[config.mk]
export PLATFORM = sky130hd
export DESIGN_NAME = piecewise_linear_interpolator_flat
export DESIGN_NICKNAME = d
export VERILOG_FILES = /design/src/rtl/core/plint_pkg.sv /design/src/rtl/core/plint_req_if.sv /design/src/rtl/core/plint_rsp_if.sv /design/src/rtl/core/plint_div.sv /design/src/rtl/core/plint_ctrl.sv /design/src/rtl/core/piecewise_linear_interpolator.sv /design/src/flat_wrapper.sv
export SDC_FILE = /design/constraint.sdc
export NUM_CORES = 2
export LEC_CHECK = 0
export ABC_CLOCK_PERIOD_IN_PS = 8340
export BUFFER_PORTS_ARGS = -buffer_cell sky130_fd_sc_hd__buf_2
export CAP_MARGIN = 20
export CELL_PAD_IN_SITES_DETAIL_PLACEMENT = 1
export CELL_PAD_IN_SITES_GLOBAL_PLACEMENT = 2
export CORE_MARGIN = 2
export CORE_UTILIZATION = 49
export DETAILED_ROUTE_END_ITERATION = 10
export GPL_ROUTABILITY_DRIVEN = 0
export PLACE_DENSITY = 0.85
export SLEW_MARGIN = 20
export SYNTH_ARGS = -nofsm -noshare
export SYNTH_HDL_FRONTEND = slang
export SYNTH_HIERARCHICAL = 1
export SYNTH_SLANG_ARGS = --single-unit
[constraint.sdc]
create_clock -name clk -period 8.34 [get_ports clk]
set_clock_uncertainty 0.05 [all_clocks]
set_input_delay 0.417 -clock clk [delete_from_list [all_inputs] [get_ports clk]]
set_output_delay 0.417 -clock clk [all_outputs]
set_load 0.01 [all_outputs]
[src/rtl/core/plint_pkg.sv]
// shared types, codes and sizes of the piecewise linear interpolator
// no dependencies; every other file of the block uses this package

package plint_pkg;

	// default table depth
	localparam int MAX_POINTS_DEF = 64;

	// field widths
	localparam int CMD_W  = 2;
	localparam int WL_W   = 16;
	localparam int VAL_W  = 32;
	localparam int FRAC_W = 16;

	// command codes; any code with the high bit set is a query
	localparam logic [CMD_W-1:0] CMD_CLEAR  = 2'd0;
	localparam logic [CMD_W-1:0] CMD_APPEND = 2'd1;
	localparam int               CMD_QUERY_BIT = 1;

	typedef enum logic [1:0] {
		STAT_EVAL     = 2'd0,
		STAT_STORED   = 2'd1,
		STAT_CLEARED  = 2'd2,
		STAT_REJECTED = 2'd3
	} status_t;

	typedef enum logic [2:0] {
		S_IDLE,
		S_SRCH_RD,
		S_SRCH_CMP,
		S_SEG_HI,
		S_SEG_EVAL,
		S_DIV,
		S_ADD,
		S_DONE
	} state_t;

	typedef struct packed {
		logic signed [VAL_W-1:0] interpolated;
		logic                    in_range;
		status_t                 status;
	} result_t;

	// fraction divider request and response
	typedef struct packed {
		logic            start;
		logic [WL_W-1:0] num;
		logic [WL_W-1:0] den;
	} div_req_t;

	typedef struct packed {
		logic            done;
		logic [FRAC_W:0] quot;
	} div_rsp_t;

endpackage

[src/rtl/core/plint_req_if.sv]
// input channel of the interpolator: valid/ready plus the command word
// depends on plint_pkg

interface plint_req_if;
	logic                              valid;
	logic                              ready;
	logic [plint_pkg::CMD_W-1:0]       cmd;
	logic [plint_pkg::WL_W-1:0]        wavelength;
	logic signed [plint_pkg::VAL_W-1:0] sample_value;

	modport source (output valid, cmd, wavelength, sample_value, input ready);
	modport sink (input valid, cmd, wavelength, sample_value, output ready);
endinterface

[src/rtl/core/plint_rsp_if.sv]
// output channel of the interpolator: valid/ready plus the result word
// depends on plint_pkg

interface plint_rsp_if;
	logic                               valid;
	logic                               ready;
	logic signed [plint_pkg::VAL_W-1:0] interpolated;
	logic                               in_range;
	logic [1:0]                         status;

	modport source (output valid, interpolated, in_range, status, input ready);
	modport sink (input valid, interpolated, in_range, status, output ready);
endinterface

[src/rtl/core/plint_div.sv]
// restoring divider for the segment fraction, one quotient bit per cycle
// depends on plint_pkg; numerator is known not to exceed the denominator

module plint_div (
	input  logic                clk,
	input  logic                arst_n,
	input  plint_pkg::div_req_t req,
	output plint_pkg::div_rsp_t rsp
);

	localparam int QW    = plint_pkg::FRAC_W + 1;
	localparam int RW    = plint_pkg::WL_W + 1;
	localparam int CNT_W = $clog2(QW);

	logic             busy_q;
	logic             done_q;
	logic [CNT_W-1:0] cnt_q;
	logic [RW-1:0]    rem_q;
	logic [RW-2:0]    den_q;
	logic [QW-1:0]    quo_q;
	logic             ge;
	logic [RW-1:0]    diff;

	// trial subtraction
	assign ge   = rem_q >= {1'b0, den_q};
	assign diff = ge ? (rem_q - {1'b0, den_q}) : rem_q;

	// step control
	always_ff @(posedge clk or negedge arst_n) begin
		if (!arst_n) begin
			busy_q <= 1'b0;
			done_q <= 1'b0;
			cnt_q  <= '0;
		end else begin
			done_q <= 1'b0;
			if (req.start) begin
				busy_q <= 1'b1;
				cnt_q  <= CNT_W'(QW - 1);
			end else if (busy_q) begin
				if (cnt_q == '0) begin
					busy_q <= 1'b0;
					done_q <= 1'b1;
				end else begin
					cnt_q <= cnt_q - CNT_W'(1);
				end
			end
		end
	end

	// remainder and quotient shift
	always_ff @(posedge clk) begin
		if (req.start) begin
			rem_q <= {1'b0, req.num};
			den_q <= req.den;
		end else if (busy_q) begin
			rem_q <= {diff[RW-2:0], 1'b0};
			quo_q <= {quo_q[QW-2:0], ge};
		end
	end

	assign rsp.done = done_q;
	assign rsp.quot = quo_q;

endmodule

[src/rtl/core/plint_ctrl.sv]
// breakpoint memory, binary search sequencer and interpolation datapath
// depends on plint_pkg, plint_req_if and the fraction divider response

module plint_ctrl #(
	parameter int MAX_POINTS = plint_pkg::MAX_POINTS_DEF
) (
	input  logic                clk,
	input  logic                arst_n,
	plint_req_if.sink           req,
	output logic                res_valid,
	input  logic                res_ready,
	output plint_pkg::result_t  res,
	output plint_pkg::div_req_t div_req,
	input  plint_pkg::div_rsp_t div_rsp
);

	localparam int AW    = $clog2(MAX_POINTS);
	localparam int CW    = $clog2(MAX_POINTS + 1);
	localparam int WL_W  = plint_pkg::WL_W;
	localparam int VAL_W = plint_pkg::VAL_W;
	localparam int FW    = plint_pkg::FRAC_W;
	localparam int MEM_W = WL_W + VAL_W;
	localparam int PW    = VAL_W + FW + 3;
	localparam logic [CW-1:0] MAX_CNT = CW'(MAX_POINTS);

	plint_pkg::state_t state_q, state_d;

	logic [CW-1:0]           count_q;
	logic [WL_W-1:0]         first_q, last_q, q_q, lo_wl_q;
	logic [AW-1:0]           lo_q, hi_q, mid_q, mem_ra;
	logic [AW:0]             mid_sum;
	logic [AW-1:0]           mid_c;
	logic [MEM_W-1:0]        mem [MAX_POINTS];
	logic [MEM_W-1:0]        rd_q;
	logic [WL_W-1:0]         rd_wl;
	logic signed [VAL_W-1:0] rd_val;
	logic signed [VAL_W-1:0] v0_q;
	logic signed [VAL_W:0]   dv_q;
	logic signed [PW-1:0]    prod_q;
	logic signed [PW-1:0]    rnd;
	logic                    single_q;
	plint_pkg::result_t      res_q;
	logic                    fire, is_query, is_append, app_ok, miss, mem_we;

	// input decode
	assign fire      = req.valid && req.ready;
	assign is_query  = req.cmd[plint_pkg::CMD_QUERY_BIT];
	assign is_append = req.cmd == plint_pkg::CMD_APPEND;
	assign app_ok    = (count_q != MAX_CNT) &&
		((count_q == '0) || (req.wavelength >= last_q));
	assign miss      = (count_q == '0) || (req.wavelength < first_q) ||
		(req.wavelength > last_q);
	assign mem_we    = fire && !is_query && is_append && app_ok;

	assign mid_sum = {1'b0, lo_q} + {1'b0, hi_q} + (AW + 1)'(1);
	assign mid_c   = mid_sum[AW:1];
	assign rd_wl   = rd_q[MEM_W-1:VAL_W];
	assign rd_val  = signed'(rd_q[VAL_W-1:0]);
	assign rnd     = prod_q + PW'(1 << (FW - 1));

	// breakpoint memory, one write and one registered read port
	always_ff @(posedge clk) begin
		if (mem_we) begin
			mem[count_q[AW-1:0]] <= {req.wavelength, req.sample_value};
		end
		rd_q <= mem[mem_ra];
	end

	// state register
	always_ff @(posedge clk or negedge arst_n) begin
		if (!arst_n) begin
			state_q <= plint_pkg::S_IDLE;
		end else begin
			state_q <= state_d;
		end
	end

	// next state, memory address and handshakes
	always_comb begin
		state_d     = state_q;
		req.ready   = 1'b0;
		mem_ra      = lo_q;
		div_req     = '0;
		res_valid   = 1'b0;
		case (state_q)
			plint_pkg::S_IDLE: begin
				req.ready = 1'b1;
				if (fire) begin
					if (is_query && !miss) begin
						state_d = plint_pkg::S_SRCH_RD;
					end else begin
						state_d = plint_pkg::S_DONE;
					end
				end
			end
			plint_pkg::S_SRCH_RD: begin
				if (lo_q < hi_q) begin
					mem_ra  = mid_c;
					state_d = plint_pkg::S_SRCH_CMP;
				end else begin
					mem_ra  = lo_q;
					state_d = plint_pkg::S_SEG_HI;
				end
			end
			plint_pkg::S_SRCH_CMP: begin
				state_d = plint_pkg::S_SRCH_RD;
			end
			plint_pkg::S_SEG_HI: begin
				mem_ra  = lo_q + AW'(1);
				state_d = plint_pkg::S_SEG_EVAL;
			end
			plint_pkg::S_SEG_EVAL: begin
				if (single_q || (rd_wl <= lo_wl_q)) begin
					state_d = plint_pkg::S_DONE;
				end else begin
					div_req.start = 1'b1;
					div_req.num   = q_q - lo_wl_q;
					div_req.den   = rd_wl - lo_wl_q;
					state_d       = plint_pkg::S_DIV;
				end
			end
			plint_pkg::S_DIV: begin
				if (div_rsp.done) begin
					state_d = plint_pkg::S_ADD;
				end
			end
			plint_pkg::S_ADD: begin
				state_d = plint_pkg::S_DONE;
			end
			plint_pkg::S_DONE: begin
				res_valid = 1'b1;
				if (res_ready) begin
					state_d = plint_pkg::S_IDLE;
				end
			end
			default: begin
				state_d = plint_pkg::S_IDLE;
			end
		endcase
	end

	// point count
	always_ff @(posedge clk or negedge arst_n) begin
		if (!arst_n) begin
			count_q <= '0;
		end else if (fire && !is_query) begin
			if (req.cmd == plint_pkg::CMD_CLEAR) begin
				count_q <= '0;
			end else if (app_ok) begin
				count_q <= count_q + CW'(1);
			end
		end
	end

	// search window, segment operands and result
	always_ff @(posedge clk) begin
		case (state_q)
			plint_pkg::S_IDLE: begin
				if (fire) begin
					q_q      <= req.wavelength;
					lo_q     <= '0;
					hi_q     <= (count_q >= CW'(2)) ? AW'(count_q - CW'(2)) : '0;
					single_q <= count_q == CW'(1);
					res_q.interpolated <= '0;
					res_q.in_range     <= 1'b0;
					if (is_query) begin
						res_q.status <= plint_pkg::STAT_EVAL;
					end else if (!is_append) begin
						res_q.status <= plint_pkg::STAT_CLEARED;
					end else if (app_ok) begin
						res_q.status <= plint_pkg::STAT_STORED;
					end else begin
						res_q.status <= plint_pkg::STAT_REJECTED;
					end
					if (mem_we) begin
						last_q <= req.wavelength;
						if (count_q == '0) begin
							first_q <= req.wavelength;
						end
					end
				end
			end
			plint_pkg::S_SRCH_RD: begin
				mid_q <= mid_c;
			end
			plint_pkg::S_SRCH_CMP: begin
				if (rd_wl <= q_q) begin
					lo_q <= mid_q;
				end else begin
					hi_q <= mid_q - AW'(1);
				end
			end
			plint_pkg::S_SEG_HI: begin
				lo_wl_q <= rd_wl;
				v0_q    <= rd_val;
			end
			plint_pkg::S_SEG_EVAL: begin
				dv_q <= {rd_val[VAL_W-1], rd_val} - {v0_q[VAL_W-1], v0_q};
				res_q.interpolated <= v0_q;
				res_q.in_range     <= 1'b1;
				res_q.status       <= plint_pkg::STAT_EVAL;
			end
			plint_pkg::S_DIV: begin
				if (div_rsp.done) begin
					prod_q <= PW'(dv_q) * PW'(signed'({1'b0, div_rsp.quot}));
				end
			end
			plint_pkg::S_ADD: begin
				res_q.interpolated <= v0_q + signed'(rnd[VAL_W+FW-1:FW]);
			end
			default: begin
			end
		endcase
	end

	assign res = res_q;

	// table never grows past its depth
	a_count_bound: assert property (@(posedge clk) disable iff (!arst_n)
		count_q <= MAX_CNT)
		else $error("point count beyond table depth");

	// probe index lies inside the live search window
	a_search_window: assert property (@(posedge clk) disable iff (!arst_n)
		(state_q == plint_pkg::S_SRCH_CMP) |-> ((mid_q > lo_q) && (mid_q <= hi_q)))
		else $error("search probe outside window");

	// chosen segment brackets the query point
	a_seg_bracket: assert property (@(posedge clk) disable iff (!arst_n)
		((state_q == plint_pkg::S_SEG_EVAL) && !single_q) |->
		((lo_wl_q <= q_q) && (rd_wl >= q_q)))
		else $error("segment does not bracket query");

	// divider finishes only while the sequencer waits for it
	a_div_in_state: assert property (@(posedge clk) disable iff (!arst_n)
		div_rsp.done |-> (state_q == plint_pkg::S_DIV))
		else $error("divider result outside divide state");

	// a hit is only ever reported for a query
	a_hit_is_eval: assert property (@(posedge clk) disable iff (!arst_n)
		(res_valid && res_q.in_range) |-> (res_q.status == plint_pkg::STAT_EVAL))
		else $error("in-range flag on a non-query word");

endmodule

[src/rtl/core/piecewise_linear_interpolator.sv]
// Piecewise linear interpolator over a table of up to MAX_POINTS ascending breakpoints
// (wavelength unsigned Q10.6, value signed Q16.16). Each input word clears the table,
// appends a breakpoint, or queries a wavelength, and gives exactly one result word.
// One word is in work at a time; a finished result waits in the output register while
// the next input word is taken. Clear, append and out-of-range queries go from idle
// straight to the result state. An in-range query makes k binary-search probes, where
// k <= ceil(log2(points - 1)): each probe takes a read state and a compare state on
// the single read port of the breakpoint memory, and the fraction divider retires
// one quotient bit per cycle for 17 bits. A query on a single breakpoint or on a
// zero-width segment skips the divider.
// No clearing pass is needed after reset.
// Depends on plint_pkg, plint_req_if, plint_rsp_if, plint_div and plint_ctrl.

module piecewise_linear_interpolator #(
	parameter int MAX_POINTS = plint_pkg::MAX_POINTS_DEF
) (
	input  logic         clk,
	input  logic         arst_n,
	plint_req_if.sink    req,
	plint_rsp_if.source  rsp
);

	plint_pkg::result_t  res, out_q;
	plint_pkg::div_req_t div_req;
	plint_pkg::div_rsp_t div_rsp;
	logic                res_valid, res_ready, out_valid_q;

	plint_ctrl #(
		.MAX_POINTS (MAX_POINTS)
	) u_ctrl (
		.clk       (clk),
		.arst_n    (arst_n),
		.req       (req),
		.res_valid (res_valid),
		.res_ready (res_ready),
		.res       (res),
		.div_req   (div_req),
		.div_rsp   (div_rsp)
	);

	plint_div u_div (
		.clk    (clk),
		.arst_n (arst_n),
		.req    (div_req),
		.rsp    (div_rsp)
	);

	// output register, free when empty or being drained
	assign res_ready = !out_valid_q || rsp.ready;

	always_ff @(posedge clk or negedge arst_n) begin
		if (!arst_n) begin
			out_valid_q <= 1'b0;
		end else if (res_valid && res_ready) begin
			out_valid_q <= 1'b1;
		end else if (rsp.ready) begin
			out_valid_q <= 1'b0;
		end
	end

	always_ff @(posedge clk) begin
		if (res_valid && res_ready) begin
			out_q <= res;
		end
	end

	assign rsp.valid        = out_valid_q;
	assign rsp.interpolated = out_q.interpolated;
	assign rsp.in_range     = out_q.in_range;
	assign rsp.status       = out_q.status;

endmodule
[src/flat_wrapper.sv]
// flat-port wrapper written by rule: the top's interface ports become plain ports
module piecewise_linear_interpolator_flat 
#(
	parameter int MAX_POINTS = plint_pkg::MAX_POINTS_DEF
)
  (clk, arst_n, req_valid, req_cmd, req_wavelength, req_sample_value, req_ready, rsp_valid, rsp_interpolated, rsp_in_range, rsp_status, rsp_ready);
  plint_req_if req_i ();
  plint_rsp_if rsp_i ();
  input  logic clk;
  input  logic arst_n;
  input wire logic [$bits(req_i.valid)-1:0] req_valid;
  input wire logic [$bits(req_i.cmd)-1:0] req_cmd;
  input wire logic [$bits(req_i.wavelength)-1:0] req_wavelength;
  input wire logic [$bits(req_i.sample_value)-1:0] req_sample_value;
  output wire logic [$bits(req_i.ready)-1:0] req_ready;
  output wire logic [$bits(rsp_i.valid)-1:0] rsp_valid;
  output wire logic [$bits(rsp_i.interpolated)-1:0] rsp_interpolated;
  output wire logic [$bits(rsp_i.in_range)-1:0] rsp_in_range;
  output wire logic [$bits(rsp_i.status)-1:0] rsp_status;
  input wire logic [$bits(rsp_i.ready)-1:0] rsp_ready;
  assign req_i.valid = req_valid;
  assign req_i.cmd = req_cmd;
  assign req_i.wavelength = req_wavelength;
  assign req_i.sample_value = req_sample_value;
  assign req_ready = req_i.ready;
  assign rsp_valid = rsp_i.valid;
  assign rsp_interpolated = rsp_i.interpolated;
  assign rsp_in_range = rsp_i.in_range;
  assign rsp_status = rsp_i.status;
  assign rsp_i.ready = rsp_ready;
  piecewise_linear_interpolator #(.MAX_POINTS(MAX_POINTS)) u_core (.clk(clk), .arst_n(arst_n), .req(req_i), .rsp(rsp_i));
endmodule
* After elaboration in Yosys (flattened, before gate mapping)
Memory sizes are Yosys's and may differ from the RTL's. A register that Yosys moved wholly into a read port is not among the register bits. Index checks and enable logic that the tools add are counted.
Operators by class: add/sub/neg operators 13, $mul 1, $lt $le $gt $ge 8, equal/unequal tests 16, mux-type cells 44, bitwise logic cells 2, reduce and logical (&&, ||, !) cells 38
Operators with widths (number):
- one-hot mux 32 bit (3 select lines) | 1
- two-way mux 33 bit | 2
- adder 48 x 17 -> 48 bit (second input constant) | 1
- multiplier 33 x 18 -> 48 bit | 1
- two-way mux 16 bit | 3
- subtractor 16 bit | 3
- two-way mux 6 bit | 6
- one-hot mux 6 bit (2 select lines) | 3
- two-way mux 35 bit | 1
- subtractor 32 x 32 -> 33 bit | 1
- adder 32 bit | 1
- <= comparator 16 bit | 2
- one-hot mux 3 bit (8 select lines) | 1
- >= comparator 17 x 16 -> 1 bit | 1
- >= comparator 16 bit | 1
- greater-than comparator 16 bit | 1
- less-than comparator 16 bit | 1
- two-way mux 5 bit | 3
- adder 7 x 1 -> 7 bit (second input constant) | 2
- two-way mux 7 bit | 2
- AND reduction 2 bit | 7
- two-way mux 1 bit | 13
- equality test 3 bit (second input constant) | 4
- two-way mux 3 bit | 4
- other kinds (29) | 57
Storage, ports and cells: flip-flop bits (word level) 334, memory bits (writable) 3072, logic and storage cells 150, memories 1
Memory list:
- u_core.u_ctrl.mem | words 64, bits a word 48, read ports 1, clocked after memory_dff 1, wr ports 1, line plint_ctrl.sv:33 | logic [MEM_W-1:0] mem [MAX_POINTS];

* Depth between registers and ports, before layout
depth in word-level cells 8, gate-level depth with buffers 25, gate-level depth less buffers 23

* By module
Netlist, hierarchy kept.
Modules (own cells, without submodules):
- plint_ctrl | times used 1, cells an instance 8254, area an instance 148929.1 um2
- plint_div | times used 1, cells an instance 289, area an instance 3164.3 um2
- piecewise_linear_interpolator | times used 1, cells an instance 39, area an instance 1104.8 um2

* Worst setup path after synthesis
OpenSTA, ideal clock, no wires.
path kind register to register, from register u_core.u_div.quo_q[11], to register u_core.u_ctrl.prod_q[45], data pin, library setup time 0.266 ns, data arrival time 6.446 ns, data required time 8.024 ns, setup slack 1.578 ns, cell stages (with the launch flop) 26, path buffers 2, cells stage by stage edfxtp_1 clkbuf_1 clkbuf_1 nand2_1 fa_1 inv_1 fa_1 inv_1 fa_1 inv_1 fa_1 fa_1 inv_1 fa_1 inv_1 ha_1 a211oi_1 o21bai_1 a21o_1 a221o_1 o21ai_0 a21oi_1 o221ai_1 o21ai_0 o41ai_1 xnor2_1
On the way: longest elaborated chain between the ends 1
Ends and longest elaborated chain:
- start, declared | line plint_div.sv:20 | logic [QW-1:0] quo_q;
- start signal, assigned | line plint_div.sv:57 | quo_q <= {quo_q[QW-2:0], ge};
- multiplier 33 x 18 -> 48 bit | line plint_ctrl.sv:205 | prod_q <= PW'(dv_q) * PW'(signed'({1'b0, div_rsp.quot}));
- end signal, assigned | line plint_ctrl.sv:205
- end, declared | line plint_ctrl.sv:39 | logic signed [PW-1:0] prod_q;
No other way between the ends. A chain may end at the register's enable or synchronous reset.

* Worst setup path in the final report
from register u_core.u_ctrl.dv_q[12], to register u_core.u_ctrl.prod_q[45], data pin
On the way: longest elaborated chain between the ends 1
Ends and longest elaborated chain:
- start, declared | line plint_ctrl.sv:38 | logic signed [VAL_W:0] dv_q;
- start signal, assigned | line plint_ctrl.sv:198 | dv_q <= {rd_val[VAL_W-1], rd_val} - {v0_q[VAL_W-1], v0_q};
- multiplier 33 x 18 -> 48 bit | line plint_ctrl.sv:205
No other way between the ends.

==> impl_metrics.env <==
export IMPL_pin_count=91
export IMPL_status="finished with violations"
export IMPL_avgSynthCellArea_um2=17.9
export IMPL_synth_seq_cells=3439
export IMPL_crit_path_frequent_cell="fa_1"
export IMPL_vias=83900
export IMPL_holdCritPathClass="in2reg"
export IMPL_syn_inst=8582
export IMPL_grt_pass1_vias=90000
export IMPL_postCtsHoldBufs=4
export IMPL_fin_setup_tns_ns=0
export IMPL_ant_nets=0
export IMPL_report_final_slew_viol_count=0
export IMPL_grt_first_pass_wirelength_mm=636
export IMPL_die_x_um=563
export IMPL_crit_path_start_kind="flip-flop"
export IMPL_grt_max_degree=102
export IMPL_dp_hpwl_mm=262
export IMPL_port_buffers=90
export IMPL_antenna_found_initial=31
export IMPL_setup_viol=0
export IMPL_track_usage_pct=27.7
export IMPL_yosysTopAreaCellShare_pct=66.1
export IMPL_fin_crit_sh_pct=94.1
export IMPL_max_stage_delay_ns=0.66
export IMPL_period_minus_slack_ns=7.85
export IMPL_start_util_pct=49.2
export IMPL_wl_per_cell_um=32.8
export IMPL_synth_main_ff_cell="edfxtp_1"
export IMPL_drt_pass1_iterations=6
export IMPL_required_ns=8.89
export IMPL_fin_nets=9763
export IMPL_cts_tree="built"
export IMPL_syn_area_um2=153000
export IMPL_synth_nets=9447
export IMPL_ys_seq_area_share_pct=67.0
export IMPL_cp_arrival_ns=8.40
export IMPL_fmax_mhz=127
export IMPL_crit_slowest_cell="edfxtp_1"
export IMPL_yosysWarnings=6
export IMPL_cts_buffers=348
export IMPL_path_cells="and2_1 > fa_1 > inv_1 > fa_1 > fa_1 > inv_1 > fa_1 > fa_1 > inv_1 > fa_1 > inv_1 > ha_1 > a211oi_1 > o21bai_1 > a21o_1 > a221o_1 > o21ai_0 > a21oi_1 > o221ai_1 > o21ai_0 > o41ai_1 > xnor2_1"
export IMPL_die_y_um=563
export IMPL_path_max_fanout=17
export IMPL_vias_per_cell=6.29
export IMPL_synthArstFlopShare_pct=0.523
export IMPL_synth_edff_count=3372
export IMPL_tightest_slew_ns=1.21
export IMPL_die_area_um2=317000
export IMPL_core_um2=311000
export IMPL_grt_overflow=0
export IMPL_hold_ws_ns=-0.00318
export IMPL_maxCapViolCount=0
export IMPL_routed_wl_mm=437
export IMPL_root_buffer="clkbuf_16"
export IMPL_rows=205
export IMPL_clock_sinks=3439
export IMPL_worstSkewPairLatency_ns=0.92
export IMPL_clock_path_buffers=4
export IMPL_violations="negative hold slack"
export IMPL_yosysTopAreaCell="edfxtp_1"
export IMPL_cp_end_kind="flip-flop"
export IMPL_cts_resized_gates=0
export IMPL_fillerInstances=28000
export IMPL_clk_pin_slew_ns=0.06
export IMPL_initialDrtViolationCount=10800
export IMPL_synth_common_cells="3,372 x edfxtp_1, 760 x mux4_2, 739 x inv_1"
export IMPL_drive_gt1_share_pct=18.6
export IMPL_rsz0062_at_grt="no"
export IMPL_synthToLayoutAreaGrowth_pct=12.0
export IMPL_synth_area_top_cells="edfxtp_1 66%, mux4_2 11%, fa_1 6.8%"
export IMPL_criticalPathCategory="reg2reg"
export IMPL_cts_htree_levels=5
export IMPL_synth_distinct_cells=87
export IMPL_slew_headroom_pct=19.4
export IMPL_post_route_util_pct=55.1
export IMPL_drcViolationCount=0
export IMPL_hold_viol=5
export IMPL_cts_setup_buffers=0
export IMPL_yosysMostFrequentCell="edfxtp_1"
==> per-layer routing <==
| metal | up-vias | wire [µm] | global-route usage [%] |
|---|---|---|---|
| li1 | 33700 | - | - |
| met4 | 24 | 15600 | 9.35 |
| met2 | 4746 | 215000 | 46.1 |
| met3 | 894 | 43200 | 5.19 |
| met5 | - | 162 | 0 |
| met1 | 44600 | 162000 | 36.8 |
==> critical path, delay by kind of cell (launching register included) <==
family | cells | cell delay [ns]
DFF | 1 | 0.66
adders and majority gates | 7 | 3.37
AOI/OAI and AO/OA | 9 | 2.89
buffers and inverters | 4 | 0.21
and+or+nand+nor | 1 | 0.30
xor gates and xnor gates | 1 | 0.13
==> metrics by stage <==
step / instances / setup WS [ns] / cell area [µm²]
4_1_cts: 13300 / 0.510 / 171000
3_5_place_dp: 12700 / 0.513 / 160000
2_1_floorplan: 8582 / 1.58 / 153000
3_3_place_gp: 12700 / 0.558 / 160000
5_1_grt: 13300 / 0.208 / 172000
6_report: 13300 / 0.491 / 172000
==> cell usage in the layout, fill, tap and decap left out, types with 94 or more instances in the layout <==
cell,synthesis,layout
edfxtp_1,3372,3372
mux4_2,760,760
inv_1,739,739
fa_1,520,520
nand2_1,382,382
clkbuf_16,0,353
and2_1,324,324
ha_1,291,291
a22oi_1,285,285
buf_4,9,234
nor2_1,251,180
a21oi_1,126,126
xnor2_1,119,119
nand3_1,111,111
a22o_1,95,95
o21ai_0,95,94
==> state kept, by name, indices dropped and copies added, names as in the netlist, 2 cells and up <==
name and count:
u_core/rsp.interpolated 32, u_core/u_ctrl/last_q 16, u_core/u_ctrl/res 35, u_core/u_ctrl/first_q 16
u_core/u_ctrl/rd_q 48, u_core/u_ctrl/lo_wl_q 16, u_core/u_ctrl/lo_q 6, u_core/u_ctrl/dv_q 33
u_core/u_ctrl/q_q 16, u_core/u_ctrl/hi_q 6, u_core/u_div/quo_q 17, u_core/u_div/rem_q 17
u_core/u_ctrl/v0_q 32, u_core/u_ctrl/mem 3072, u_core/u_ctrl/prod_q 33, u_core/u_div/cnt_q 5
u_core/u_div/den_q 16, u_core/u_ctrl/count_q 7, u_core/rsp.status 2, u_core/u_ctrl/state_q 3
u_core/u_ctrl/mid_q 6
==> kinds of logic (layout without fill, tap and decap cells) <==
group                    count (synthesis)  after routing  share of synthesized area, %
buffers and inverters                 1116           1712                          2.87
AND/OR/NAND/NOR                       1390           1390                          4.55
other                                    0             13                             0
adder cells (fa/ha/maj)                811            811                          9.17
flip-flops                            3439           3439                          67.0
AO/OA/AOI/OAI                          865            865                          4.02
multiplexers                           794            794                          11.4
XOR/XNOR                               167            167                         0.955
==> layout make-up <==
type	instances	area [µm²]	area share (%)
Multi-Input combinational cell	4027	46700	27.2
Clock buffer	438	9270	5.40
Timing Repair Buffer	342	2940	1.71
Antenna cell	13	32.5	0.0190
Tap cell	4140	5180	3.02
Sequential cell	3439	103000	59.8
Clock inverter	192	2010	1.17
Inverter	740	2780	1.62
==> path summary, 6_finish.rpt <==
kind | start | endpoint | slack [ns] | cells past startpoint
max in group asynchronous | arst_n | u_core/rsp.valid | 7.71 | 2
worst max-delay path | u_core/u_ctrl/dv_q[12] | u_core/u_ctrl/prod_q[45] | 0.49 | 22
worst max register to register | u_core/u_ctrl/dv_q[12] | u_core/u_ctrl/prod_q[45] | 0.49 | 22
worst min register to register | u_core/u_ctrl/res[24] | u_core/rsp.interpolated[21] | 0.36 | 0
min in group asynchronous | arst_n | u_core/u_div/cnt_q[4] | 0.07 | 2
worst min-delay path | req_sample_value[4] | u_core/u_ctrl/mem[27][4] | -0.003 | 1
Power is left out: the tool's default activity adds up to more than one toggle a clock period on the data nets, which glitch-free logic cannot reach.
